## src/sv/kmd_pkg.sv

```systemverilog
`timescale 1ns / 1ps
// shared constants, command/status structs and a popcount helper for the key matrix debouncer
// no dependencies

package kmd_pkg;

  localparam int NUM_COLS   = 16;
  localparam int NUM_ROWS   = 7;
  localparam int COL_W      = 4;
  localparam int PORT_W     = 8;
  localparam int ROW_W      = 7;
  localparam int CNT_W      = 8;
  localparam int KEYS_W     = 7;
  localparam int COL_IDX_W  = (NUM_COLS > 1) ? $clog2(NUM_COLS) : 1;

  localparam logic [CNT_W-1:0]  SETTLE_RESET = 8'd5;
  // bit 7 of the row port is never a key
  localparam logic [PORT_W-1:0] PORT_MASK    = 8'h7F;
  localparam logic [PORT_W-1:0] ROW_MASK     =
    ((NUM_ROWS >= 8) ? 8'hFF : PORT_W'((1 << NUM_ROWS) - 1)) & PORT_MASK;

  typedef struct packed {
    logic capture;
    logic update;
    logic sweep;
    logic load_out;
  } kmd_cmd_t;

  typedef struct packed {
    logic commit;
    logic sweep_last;
  } kmd_sts_t;

  function automatic logic [2:0] popcount7(input logic [ROW_W-1:0] v);
    logic [2:0] n;
    n = '0;
    for (int b = 0; b < ROW_W; b++) begin
      n = n + 3'(v[b]);
    end
    return n;
  endfunction

endpackage

```

## src/sv/kmd_if.sv

```systemverilog
`timescale 1ns / 1ps
// valid/ready channel interfaces for column requests and debounce results
// depends on kmd_pkg

interface kmd_in_if import kmd_pkg::*; ();
  logic              valid;
  logic              ready;
  logic [COL_W-1:0]  column;
  logic [PORT_W-1:0] row_port;
  logic              scan_end;

  modport source (output valid, column, row_port, scan_end, input ready);
  modport sink   (input valid, column, row_port, scan_end, output ready);
endinterface

interface kmd_out_if import kmd_pkg::*; ();
  logic              valid;
  logic              ready;
  logic [ROW_W-1:0]  stable_rows;
  logic              settled;
  logic              bounce_seen;
  logic              committed;
  logic [KEYS_W-1:0] pressed_count;

  modport source (output valid, stable_rows, settled, bounce_seen, committed, pressed_count,
                  input ready);
  modport sink   (input valid, stable_rows, settled, bounce_seen, committed, pressed_count,
                  output ready);
endinterface

```

## src/sv/key_matrix_debouncer_core.sv

```systemverilog
`timescale 1ns / 1ps
// Key matrix debouncer, one column request at a time.
// in_ch carries a column number, the raw row port byte and a scan-end mark;
// out_ch returns one result per request: the stable rows of that column, the
// settled, bounce and committed flags and the number of pressed keys.
// cfg_wr_en/cfg_wr_data write the settle scan count (reset value 5); write it
// only while no request is in flight.
// A request is taken while idle, evaluated in the update state, and its
// result is loaded into the output register in the result state. A request
// that commits the snapshot adds a walk over all NUM_COLS columns between
// update and result, one per cycle, copying rows and recounting keys.
// in_ready is high only while no request is in work.
// If the receiver stalls, the result waits in the output register; the next
// request is still taken and worked, then holds until the register frees.
// Synchronous active-low reset clears both matrices, loads the settle counter
// and setting with 5 and empties the output register.
// Depends on kmd_pkg, kmd_if, kmd_ctrl and kmd_dp.

module key_matrix_debouncer_core import kmd_pkg::*; (
  input  logic             clk,
  input  logic             rst_n,
  kmd_in_if.sink           in_ch,
  kmd_out_if.source        out_ch,
  input  logic             cfg_wr_en,
  input  logic [CNT_W-1:0] cfg_wr_data
);

  kmd_cmd_t cmd;
  kmd_sts_t sts;

  kmd_ctrl u_ctrl (
    .clk       (clk),
    .rst_n     (rst_n),
    .in_valid  (in_ch.valid),
    .in_ready  (in_ch.ready),
    .out_valid (out_ch.valid),
    .out_ready (out_ch.ready),
    .sts       (sts),
    .cmd       (cmd)
  );

  kmd_dp u_dp (
    .clk               (clk),
    .rst_n             (rst_n),
    .cmd               (cmd),
    .sts               (sts),
    .in_column         (in_ch.column),
    .in_row_port       (in_ch.row_port),
    .in_scan_end       (in_ch.scan_end),
    .cfg_wr_en         (cfg_wr_en),
    .cfg_wr_data       (cfg_wr_data),
    .out_stable_rows   (out_ch.stable_rows),
    .out_settled       (out_ch.settled),
    .out_bounce_seen   (out_ch.bounce_seen),
    .out_committed     (out_ch.committed),
    .out_pressed_count (out_ch.pressed_count)
  );

endmodule

```

## src/sv/kmd_ctrl.sv

```systemverilog
`timescale 1ns / 1ps
// controller for the key matrix debouncer: sequences capture, update, commit sweep, result
// depends on kmd_pkg

module kmd_ctrl import kmd_pkg::*; (
  input  logic     clk,
  input  logic     rst_n,
  input  logic     in_valid,
  output logic     in_ready,
  output logic     out_valid,
  input  logic     out_ready,
  input  kmd_sts_t sts,
  output kmd_cmd_t cmd
);

  typedef enum logic [1:0] {
    S_IDLE,
    S_UPDATE,
    S_SWEEP,
    S_RESULT
  } state_t;

  state_t state_r, state_nxt;
  logic   out_valid_r, out_valid_nxt;

  always_ff @(posedge clk) begin
    if (!rst_n) begin
      state_r     <= S_IDLE;
      out_valid_r <= 1'b0;
    end else begin
      state_r     <= state_nxt;
      out_valid_r <= out_valid_nxt;
    end
  end

  always_comb begin
    cmd           = '0;
    state_nxt     = state_r;
    out_valid_nxt = out_valid_r & ~out_ready;
    unique case (state_r)
      S_IDLE: begin
        if (in_valid) begin
          cmd.capture = 1'b1;
          state_nxt   = S_UPDATE;
        end
      end
      S_UPDATE: begin
        cmd.update = 1'b1;
        state_nxt  = sts.commit ? S_SWEEP : S_RESULT;
      end
      S_SWEEP: begin
        cmd.sweep = 1'b1;
        if (sts.sweep_last) begin
          state_nxt = S_RESULT;
        end
      end
      S_RESULT: begin
        // park until the output register is free
        if (!out_valid_r || out_ready) begin
          cmd.load_out  = 1'b1;
          out_valid_nxt = 1'b1;
          state_nxt     = S_IDLE;
        end
      end
      default: state_nxt = S_IDLE;
    endcase
  end

  assign in_ready  = (state_r == S_IDLE);
  assign out_valid = out_valid_r;

endmodule

```

## src/sv/kmd_dp.sv

```systemverilog
`timescale 1ns / 1ps
// datapath for the key matrix debouncer: snapshot and stable matrices, settle counter,
// key count accumulator and result register; depends on kmd_pkg

module kmd_dp import kmd_pkg::*; (
  input  logic              clk,
  input  logic              rst_n,
  input  kmd_cmd_t          cmd,
  output kmd_sts_t          sts,
  input  logic [COL_W-1:0]  in_column,
  input  logic [PORT_W-1:0] in_row_port,
  input  logic              in_scan_end,
  input  logic              cfg_wr_en,
  input  logic [CNT_W-1:0]  cfg_wr_data,
  output logic [ROW_W-1:0]  out_stable_rows,
  output logic              out_settled,
  output logic              out_bounce_seen,
  output logic              out_committed,
  output logic [KEYS_W-1:0] out_pressed_count
);

  logic [COL_W-1:0]     col_r;
  logic [ROW_W-1:0]     rows_r;
  logic                 end_r;
  logic [ROW_W-1:0]     snap_r   [NUM_COLS];
  logic [ROW_W-1:0]     stable_r [NUM_COLS];
  logic [CNT_W-1:0]     settle_cnt_r;
  logic [CNT_W-1:0]     settle_scans_r;
  logic [COL_IDX_W-1:0] idx_r;
  logic [KEYS_W-1:0]    count_r;
  logic                 bounce_r;
  logic                 commit_r;

  logic [ROW_W-1:0]     rows_out_r;
  logic                 settled_r;
  logic                 bounce_out_r;
  logic                 commit_out_r;
  logic [KEYS_W-1:0]    count_out_r;

  logic                 in_range;
  logic [COL_IDX_W-1:0] col_idx;
  logic [ROW_W-1:0]     snap_rd;
  logic [ROW_W-1:0]     sweep_rd;
  logic                 changed;
  logic [CNT_W-1:0]     reload;
  logic [CNT_W-1:0]     cnt1;
  logic                 dec;
  logic [CNT_W-1:0]     cnt2;
  logic                 commit;

  assign in_range = {1'b0, col_r} < (COL_W + 1)'(NUM_COLS);
  assign col_idx  = col_r[COL_IDX_W-1:0];
  assign snap_rd  = snap_r[col_idx];
  assign sweep_rd = snap_r[idx_r];
  assign changed  = in_range && (snap_rd != rows_r);
  // zero setting behaves as one scan
  assign reload   = (settle_scans_r == '0) ? CNT_W'(1) : settle_scans_r;
  assign cnt1     = changed ? reload : settle_cnt_r;
  assign dec      = end_r && (cnt1 != '0);
  assign cnt2     = dec ? (cnt1 - CNT_W'(1)) : cnt1;
  assign commit   = dec && (cnt2 == '0);

  assign sts.commit     = commit;
  assign sts.sweep_last = (idx_r == COL_IDX_W'(NUM_COLS - 1));

  always_ff @(posedge clk) begin
    if (cmd.capture) begin
      col_r  <= in_column;
      rows_r <= ROW_W'(in_row_port & ROW_MASK);
      end_r  <= in_scan_end;
    end
    if (cmd.update) begin
      bounce_r <= changed && (settle_cnt_r != '0);
      commit_r <= commit;
    end
    if (cmd.load_out) begin
      rows_out_r   <= in_range ? stable_r[col_idx] : '0;
      settled_r    <= (settle_cnt_r == '0);
      bounce_out_r <= bounce_r;
      commit_out_r <= commit_r;
      count_out_r  <= count_r;
    end
  end

  always_ff @(posedge clk) begin
    if (!rst_n) begin
      for (int i = 0; i < NUM_COLS; i++) begin
        snap_r[i]   <= '0;
        stable_r[i] <= '0;
      end
      settle_cnt_r   <= SETTLE_RESET;
      settle_scans_r <= SETTLE_RESET;
      idx_r          <= '0;
      count_r        <= '0;
    end else begin
      if (cfg_wr_en) begin
        settle_scans_r <= cfg_wr_data;
      end
      if (cmd.update) begin
        if (changed) begin
          snap_r[col_idx] <= rows_r;
        end
        settle_cnt_r <= cnt2;
        if (commit) begin
          idx_r   <= '0;
          count_r <= '0;
        end
      end
      // commit walks one column per cycle, recounting pressed keys
      if (cmd.sweep) begin
        stable_r[idx_r] <= sweep_rd;
        count_r         <= count_r + KEYS_W'(popcount7(sweep_rd));
        idx_r           <= idx_r + COL_IDX_W'(1);
      end
    end
  end

  assign out_stable_rows   = rows_out_r;
  assign out_settled       = settled_r;
  assign out_bounce_seen   = bounce_out_r;
  assign out_committed     = commit_out_r;
  assign out_pressed_count = count_out_r;

endmodule
```

## src/flat_wrapper.sv

```systemverilog
// flat-port wrapper written by rule: the top's interface ports become plain ports
module key_matrix_debouncer_core_flat import kmd_pkg::*;
  (clk, rst_n, cfg_wr_en, cfg_wr_data, in_ch_valid, in_ch_column, in_ch_row_port, in_ch_scan_end, in_ch_ready, out_ch_valid, out_ch_stable_rows, out_ch_settled, out_ch_bounce_seen, out_ch_committed, out_ch_pressed_count, out_ch_ready);
  kmd_in_if in_ch_i ();
  kmd_out_if out_ch_i ();
  input  logic clk;
  input  logic rst_n;
  input  logic cfg_wr_en;
  input  logic [CNT_W-1:0] cfg_wr_data;
  input wire logic [$bits(in_ch_i.valid)-1:0] in_ch_valid;
  input wire logic [$bits(in_ch_i.column)-1:0] in_ch_column;
  input wire logic [$bits(in_ch_i.row_port)-1:0] in_ch_row_port;
  input wire logic [$bits(in_ch_i.scan_end)-1:0] in_ch_scan_end;
  output wire logic [$bits(in_ch_i.ready)-1:0] in_ch_ready;
  output wire logic [$bits(out_ch_i.valid)-1:0] out_ch_valid;
  output wire logic [$bits(out_ch_i.stable_rows)-1:0] out_ch_stable_rows;
  output wire logic [$bits(out_ch_i.settled)-1:0] out_ch_settled;
  output wire logic [$bits(out_ch_i.bounce_seen)-1:0] out_ch_bounce_seen;
  output wire logic [$bits(out_ch_i.committed)-1:0] out_ch_committed;
  output wire logic [$bits(out_ch_i.pressed_count)-1:0] out_ch_pressed_count;
  input wire logic [$bits(out_ch_i.ready)-1:0] out_ch_ready;
  assign in_ch_i.valid = in_ch_valid;
  assign in_ch_i.column = in_ch_column;
  assign in_ch_i.row_port = in_ch_row_port;
  assign in_ch_i.scan_end = in_ch_scan_end;
  assign in_ch_ready = in_ch_i.ready;
  assign out_ch_valid = out_ch_i.valid;
  assign out_ch_stable_rows = out_ch_i.stable_rows;
  assign out_ch_settled = out_ch_i.settled;
  assign out_ch_bounce_seen = out_ch_i.bounce_seen;
  assign out_ch_committed = out_ch_i.committed;
  assign out_ch_pressed_count = out_ch_i.pressed_count;
  assign out_ch_i.ready = out_ch_ready;
  key_matrix_debouncer_core u_core (.clk(clk), .rst_n(rst_n), .in_ch(in_ch_i), .out_ch(out_ch_i), .cfg_wr_en(cfg_wr_en), .cfg_wr_data(cfg_wr_data));
endmodule
```

## config.mk

```make
export PLATFORM = sky130hd
export DESIGN_NAME = key_matrix_debouncer_core_flat
export DESIGN_NICKNAME = d
export VERILOG_FILES = /design/src/sv/kmd_pkg.sv /design/src/sv/kmd_if.sv /design/src/sv/key_matrix_debouncer_core.sv /design/src/sv/kmd_ctrl.sv /design/src/sv/kmd_dp.sv /design/src/flat_wrapper.sv
export SDC_FILE = /design/constraint.sdc
export NUM_CORES = 1
export LEC_CHECK = 0
export ABC_AREA = 1
export BUFFER_PORTS_ARGS = -buffer_cell sky130_fd_sc_hd__clkbuf_2
export CAP_MARGIN = 20
export CORE_MARGIN = 2
export CORE_UTILIZATION = 41
export DETAILED_ROUTE_END_ITERATION = 8
export PLACE_DENSITY = 0.68
export SYNTH_ARGS = -nofsm -noshare
export SYNTH_HDL_FRONTEND = slang
export SYNTH_SLANG_ARGS = --single-unit
```

## constraint.sdc

```tcl
create_clock -name clk -period 4.5 [get_ports clk]
set_clock_uncertainty 0.2 [all_clocks]
set_input_delay 0.225 -clock clk [delete_from_list [all_inputs] [get_ports clk]]
set_output_delay 0.225 -clock clk [all_outputs]
set_load 0.05 [all_outputs]
```

# After elaboration in Yosys (flattened, before gate mapping)
# Memory sizes are Yosys's and may differ from the RTL's. A register that Yosys moved wholly into a read port is not among the register bits.
# Cells that the tools add are included.
# word_totals
memories	2
register_bits	54
ramBits	224
inputBits	26
# memory_table
name	depth	word_bits	rd	rd_clocked_by_memory_dff	write_ports	line_no	text
u_core.u_dp.snap_r	16	7	2	2	16	kmd_dp.sv:25	logic [ROW_W-1:0] snap_r [NUM_COLS];
u_core.u_dp.stable_r	16	7	1	1	16	kmd_dp.sv:26	logic [ROW_W-1:0] stable_r [NUM_COLS];
# classes
n_eq_ne	8
n_reduce_logical	17
n_addsub	9
muxes	39
bitwise	2
# ops
cell	n
two-way mux 7 bit	5
two-way mux 4 bit	8
logical NOT 8 bit	3
two-way mux 8 bit	3
two-way mux 1 bit	19
nonzero test 8 bit	2
OR reduction 7 bit	2
adder 3 x 1 -> 3 bit	4
case mux 2 bit (4 select lines)	1
subtractor 8 x 1 -> 8 bit (second input constant)	1
adder 7 x 3 -> 7 bit	1
inequality test 7 bit	1
two-way mux 2 bit	3
adder 4 x 1 -> 4 bit (second input constant)	1
equality test 2 bit (second input constant)	2
equality test 4 bit (second input constant)	1
inequality test 2 bit (second input constant)	2
nonzero test 2 bit	2
adder 2 x 1 -> 3 bit	1
logical AND 1 bit	3
AND reduction 3 bit	1
adder 1 x 1 -> 2 bit	1
equality test 2 x 1 -> 1 bit (second input constant)	1
logical NOT 2 bit	1
other kinds (6)	6

# Longest topological paths before layout
# logic_depth
depth_word	13
mapped_depth	31
mapped_depth_nobuf	28

# By module
# A second synthesis with hierarchy kept.
# hier_totals
hier_cells	1599
area_unflattened_um2	14501.4
# by_module_without_submodules
module	seq_area_each_um2	area_per_inst_um2	cells_each	n_inst
kmd_dp	8358.0	14273.7	1566	1
kmd_ctrl	60.1	227.7	33	1

# Worst setup path after synthesis
# OpenSTA, ideal clock, no wires.
# synth_timing
path_type	register to register
startpoint	register with a tool-made name
endpoint	register u_core.u_dp.count_r[6]
arrival_time_ps	4621
required_ps	4168
setup_slack_ps	-453
synth_period_minus_slack_ps	4953
stages_incl_launch_ff	24
path_cell_list	dfxtp_1 -> clkbuf_1 -> clkbuf_1 -> o21ai_0 -> a21oi_1 -> o22ai_1 -> o21ai_0 -> clkinv_1 -> buf_1 -> fa_1 -> inv_1 -> fa_1 -> inv_1 -> fa_1 -> inv_1 -> ha_1 -> fa_1 -> a21oi_1 -> o21ai_0 -> nand3_1 -> xor2_1 -> nor2_1 -> nand3_1 -> a21oi_1
# synth_lines
item	line_no	text
to (signal assigned)	kmd_dp.sv:112	count_r <= count_r + KEYS_W'(popcount7(sweep_rd));
to (decl)	kmd_dp.sv:30	logic [KEYS_W-1:0] count_r;

==> metrics.txt <==
DR pass1 iterations 6; antenna violations before repair 0; Rows 69; Crit path max-delay family adder cells; VDD IR-drop max roughly 0.36 mV; Fin. Hold Viols 0; antenna-violating nets left 0; FF+latch count, synth 293; largest net degree at the start of global routing 59; Unique masters post-synth 42; Critical Path Source Type register; PwrDens 505.5 nW/um2; Buf/Inv on CP 6; WL/cell 18.75 um; Initial Utilization between 40% and 50%; RSZ-0062 raised after global routing true; Final nets 1794; Rel. slew slack 22.09%; CP Data Arrival Time between 4 and 5 ns; first-pass GRT wire length ~64 mm; RD Place Congestion just over 0.9; Die Wd 193.4 um; Die ar. approximately 37000 um2; TritonCTS Buffers 31; Die H ~190 um; clk root buf clkbuf_16; ANT cells 0; worst slew pin tran 1.164 ns; 1st-iter DRT viols 1239; max-slew violations 0; Mean Syn Cell Area 8.893 um2; I/O Buffers 43; Crit Path Class reg -> reg; gr ovfl total 0; final core utilization 48.24%; CTS tree yes; EDFF count, synth 255; CP max stage delay between 0.5 and 0.6 ns; layout cells sized above 1 12.09%; asr flop ratio synth 0%; Clock Tree Buf Depth 3; via count 12160; Layout area overhead 16.37%; period utilisation layout a little under 100%; Req. time, crit path 4.72 ns; Lkg Pwr 6.964 nW; Worst-Skew Late Latency 0.56 ns; HPWL Detailed 28.85 mm; clock-pin slew on the worst setup and hold paths 0.07 ns; htree depth 1; vias in the first global route between 10000 and 15000; status completed; worst path cell trace buf_6, buf_4, a21oi_1, o21ai_0, nand2_1, o221ai_2, nand2_2, inv_4, fa_1, inv_1, fa_1, inv_1, fa_1, inv_2, ha_4, fa_2, a21oi_2, o21ai_2, nand3_1, xor2_1, nor2_1, nand3_1, a21oi_1; sequential cell area fraction in the yosys report 57.23%; max-cap violations 0; synthesized net count 1701; IO Pins 45; Fin Hold WS 0.1779 ns; area of the mapped netlist between 10000 and 15000 um2; Hold WC Path Type in -> reg; Final Critical Period approximately 4.5 ns; f_max 224.3 MHz; vias per cell 5.450; core area approximately 35000 um2; GRT Overall Usage a little over a fifth; crit path max-delay cell type fa_1; DRC 0; ys flop type edfxtp_1; setup violators final 0; CP Capture Type register; synth warn 0; CTS Sinks 293; Mapped Cells 1654; CP most frequent cell fa_1; maximum fanout along the worst path 8; Post-Route WL 41.83 mm
[Yosys cell counts, drive strengths merged, types with 28 or more instances]
library cell | instances | share of area, %
a22oi | 28 | 1.4
nand3 | 196 | 6.8
nor2 | 292 | 7.5
edfxtp | 255 | 52
o21ai | 84 | 2.9
inv | 149 | 3.8
clkbuf | 59 | 1.5
nand2 | 338 | 8.8
dfxtp | 38 | 5.2
buf | 31 | 1.3
a21oi | 80 | 2.7
[cells in the final DEF, fill, tap and decap left out, types with 5 or more instances in the layout]
cell type,Yosys,layout
a21oi_1,80,73
clkinv_2,0,8
nor3_1,5,5
or2_1,5,5
nand3_2,5,5
nand2_1,333,330
o21ai_2,1,5
nand4_1,11,11
dfxtp_1,38,35
o21ai_1,5,11
nor2_1,289,288
o21ai_0,78,68
o221ai_1,11,8
ha_1,17,16
buf_4,8,63
clkbuf_2,0,43
inv_2,4,5
nand3_1,191,191
xor2_1,6,6
edfxtp_1,255,255
o211ai_1,14,14
a21oi_2,0,7
a22oi_1,28,28
dlygate4sd3_1,0,35
clkbuf_16,0,31
clkinv_1,14,22
buf_6,5,6
inv_1,144,142
[kinds of logic (layout without fill, tap and decap cells)]
logic type,Yosys count,in the layout,synth area share (%)
compound gates,226,226,8.957
xor+xnor,7,7,0.4168
fa+ha+maj,21,21,1.990
buf+inv,253,369,7.026
flops,293,293,57.23
simple gates,854,854,24.38
[final timing paths]
| path | start | slack [ns] | cells after the start | to |
|---|---|---|---|---|
| worst max-delay path | register | 0.04 | 23 | u_core.u_dp.count_r[6] |
| worst min-delay path | in_ch_row_port[2] | 0.18 | 2 | u_core.u_dp.rows_r[2] |
| worst max register to register | register | 0.04 | 23 | u_core.u_dp.count_r[6] |
| worst min register to register | u_core.u_dp.bounce_r | 0.22 | 0 | u_core.u_dp.out_bounce_seen |
[layout make-up]
cell class / count / area [um2]
clock buffer: 33 / 793.3
clock inverter: 23 / 162.7
fill: 3330 / 18370
inverter: 163 / 620.6
multi-input combinational: 1108 / 5370
sequential: 293 / 8427
tap: 461 / 576.8
timing repair buffer: 150 / 1166
[worst reg2reg max path, stage by stage, from the launching register on]
cell and delay [ns]:
dfxtp_4 0.38, buf_6 0.14, buf_4 0.15, a21oi_1 0.10
o21ai_0 0.09, nand2_1 0.09, o221ai_2 0.10, nand2_2 0.14
inv_4 0.05, fa_1 0.51, inv_1 0.05, fa_1 0.47
inv_1 0.05, fa_1 0.50, inv_2 0.05, ha_4 0.16
fa_2 0.37, a21oi_2 0.17, o21ai_2 0.08, nand3_1 0.08
xor2_1 0.16, nor2_1 0.06, nand3_1 0.08, a21oi_1 0.07
[sequential cells by signal (all words and copies together) (netlist names), 2 cells and up, named ones only]
signal,cells
u_core.u_dp.count_r,7
u_core.u_dp.rows_r,7
u_core.u_dp.stable_r,112
u_core.u_dp.out_pressed_count,7
u_core.u_dp.settle_cnt_r,8
u_core.u_dp.col_idx,4
u_core.u_dp.snap_r,112
u_core.u_dp.idx_r,4
u_core.u_dp.settle_scans_r,8
u_core.u_dp.out_stable_rows,7
u_core.u_ctrl.state_r,2
[power breakdown]
group | leakage [nW] | switching, W | internal [W]
combinational | 3.59 | 0.00198 | 0.000892
clock | 0.462 | 0.00106 | 0.00138
sequential | 2.91 | 0.000149 | 0.00320
[per-layer routing]
layer | up-vias | part of all wire (%) | global-route usage [%]
met2 | 516 | 48 | 37.09
met5 | - | 0 | 0
met4 | 0 | 3.3 | 7.407
li1 | 5741 | - | -
met1 | 5809 | 41 | 28.48
met3 | 93 | 7.4 | 3.016
[metrics by stage]
| step | setup TNS, ns | setup WS (ns) | instances | instance area, um2 | power (W) |
|---|---|---|---|---|---|
| after global placement | -0.5006 | -0.1815 | 2130 | 15600 | 0.006005 |
| after global routing | -0.2869 | -0.1472 | 2231 | 17120 | 0.009045 |
| after CTS | 0 | 0.004467 | 2227 | 16980 | 0.008534 |
| after floorplan | 0 | 0.01435 | 1654 | 14740 | 0.005218 |
| after detailed placement | -0.7234 | -0.2433 | 2131 | 15600 | 0.006050 |
| final | 0 | 0.04173 | 2231 | 17120 | 0.008653 |
[what timing repair did]
item,4_1_cts,5_1_grt
gates cloned,0,0
endpoints found under the setup margin,4,8
hold buffers,35,0
endpoints found under the hold margin,28,0
resized for setup,12,35
pin swaps,5,13
buffers inserted,5,3
No activity file was read; power rests on OpenSTA's default activity.
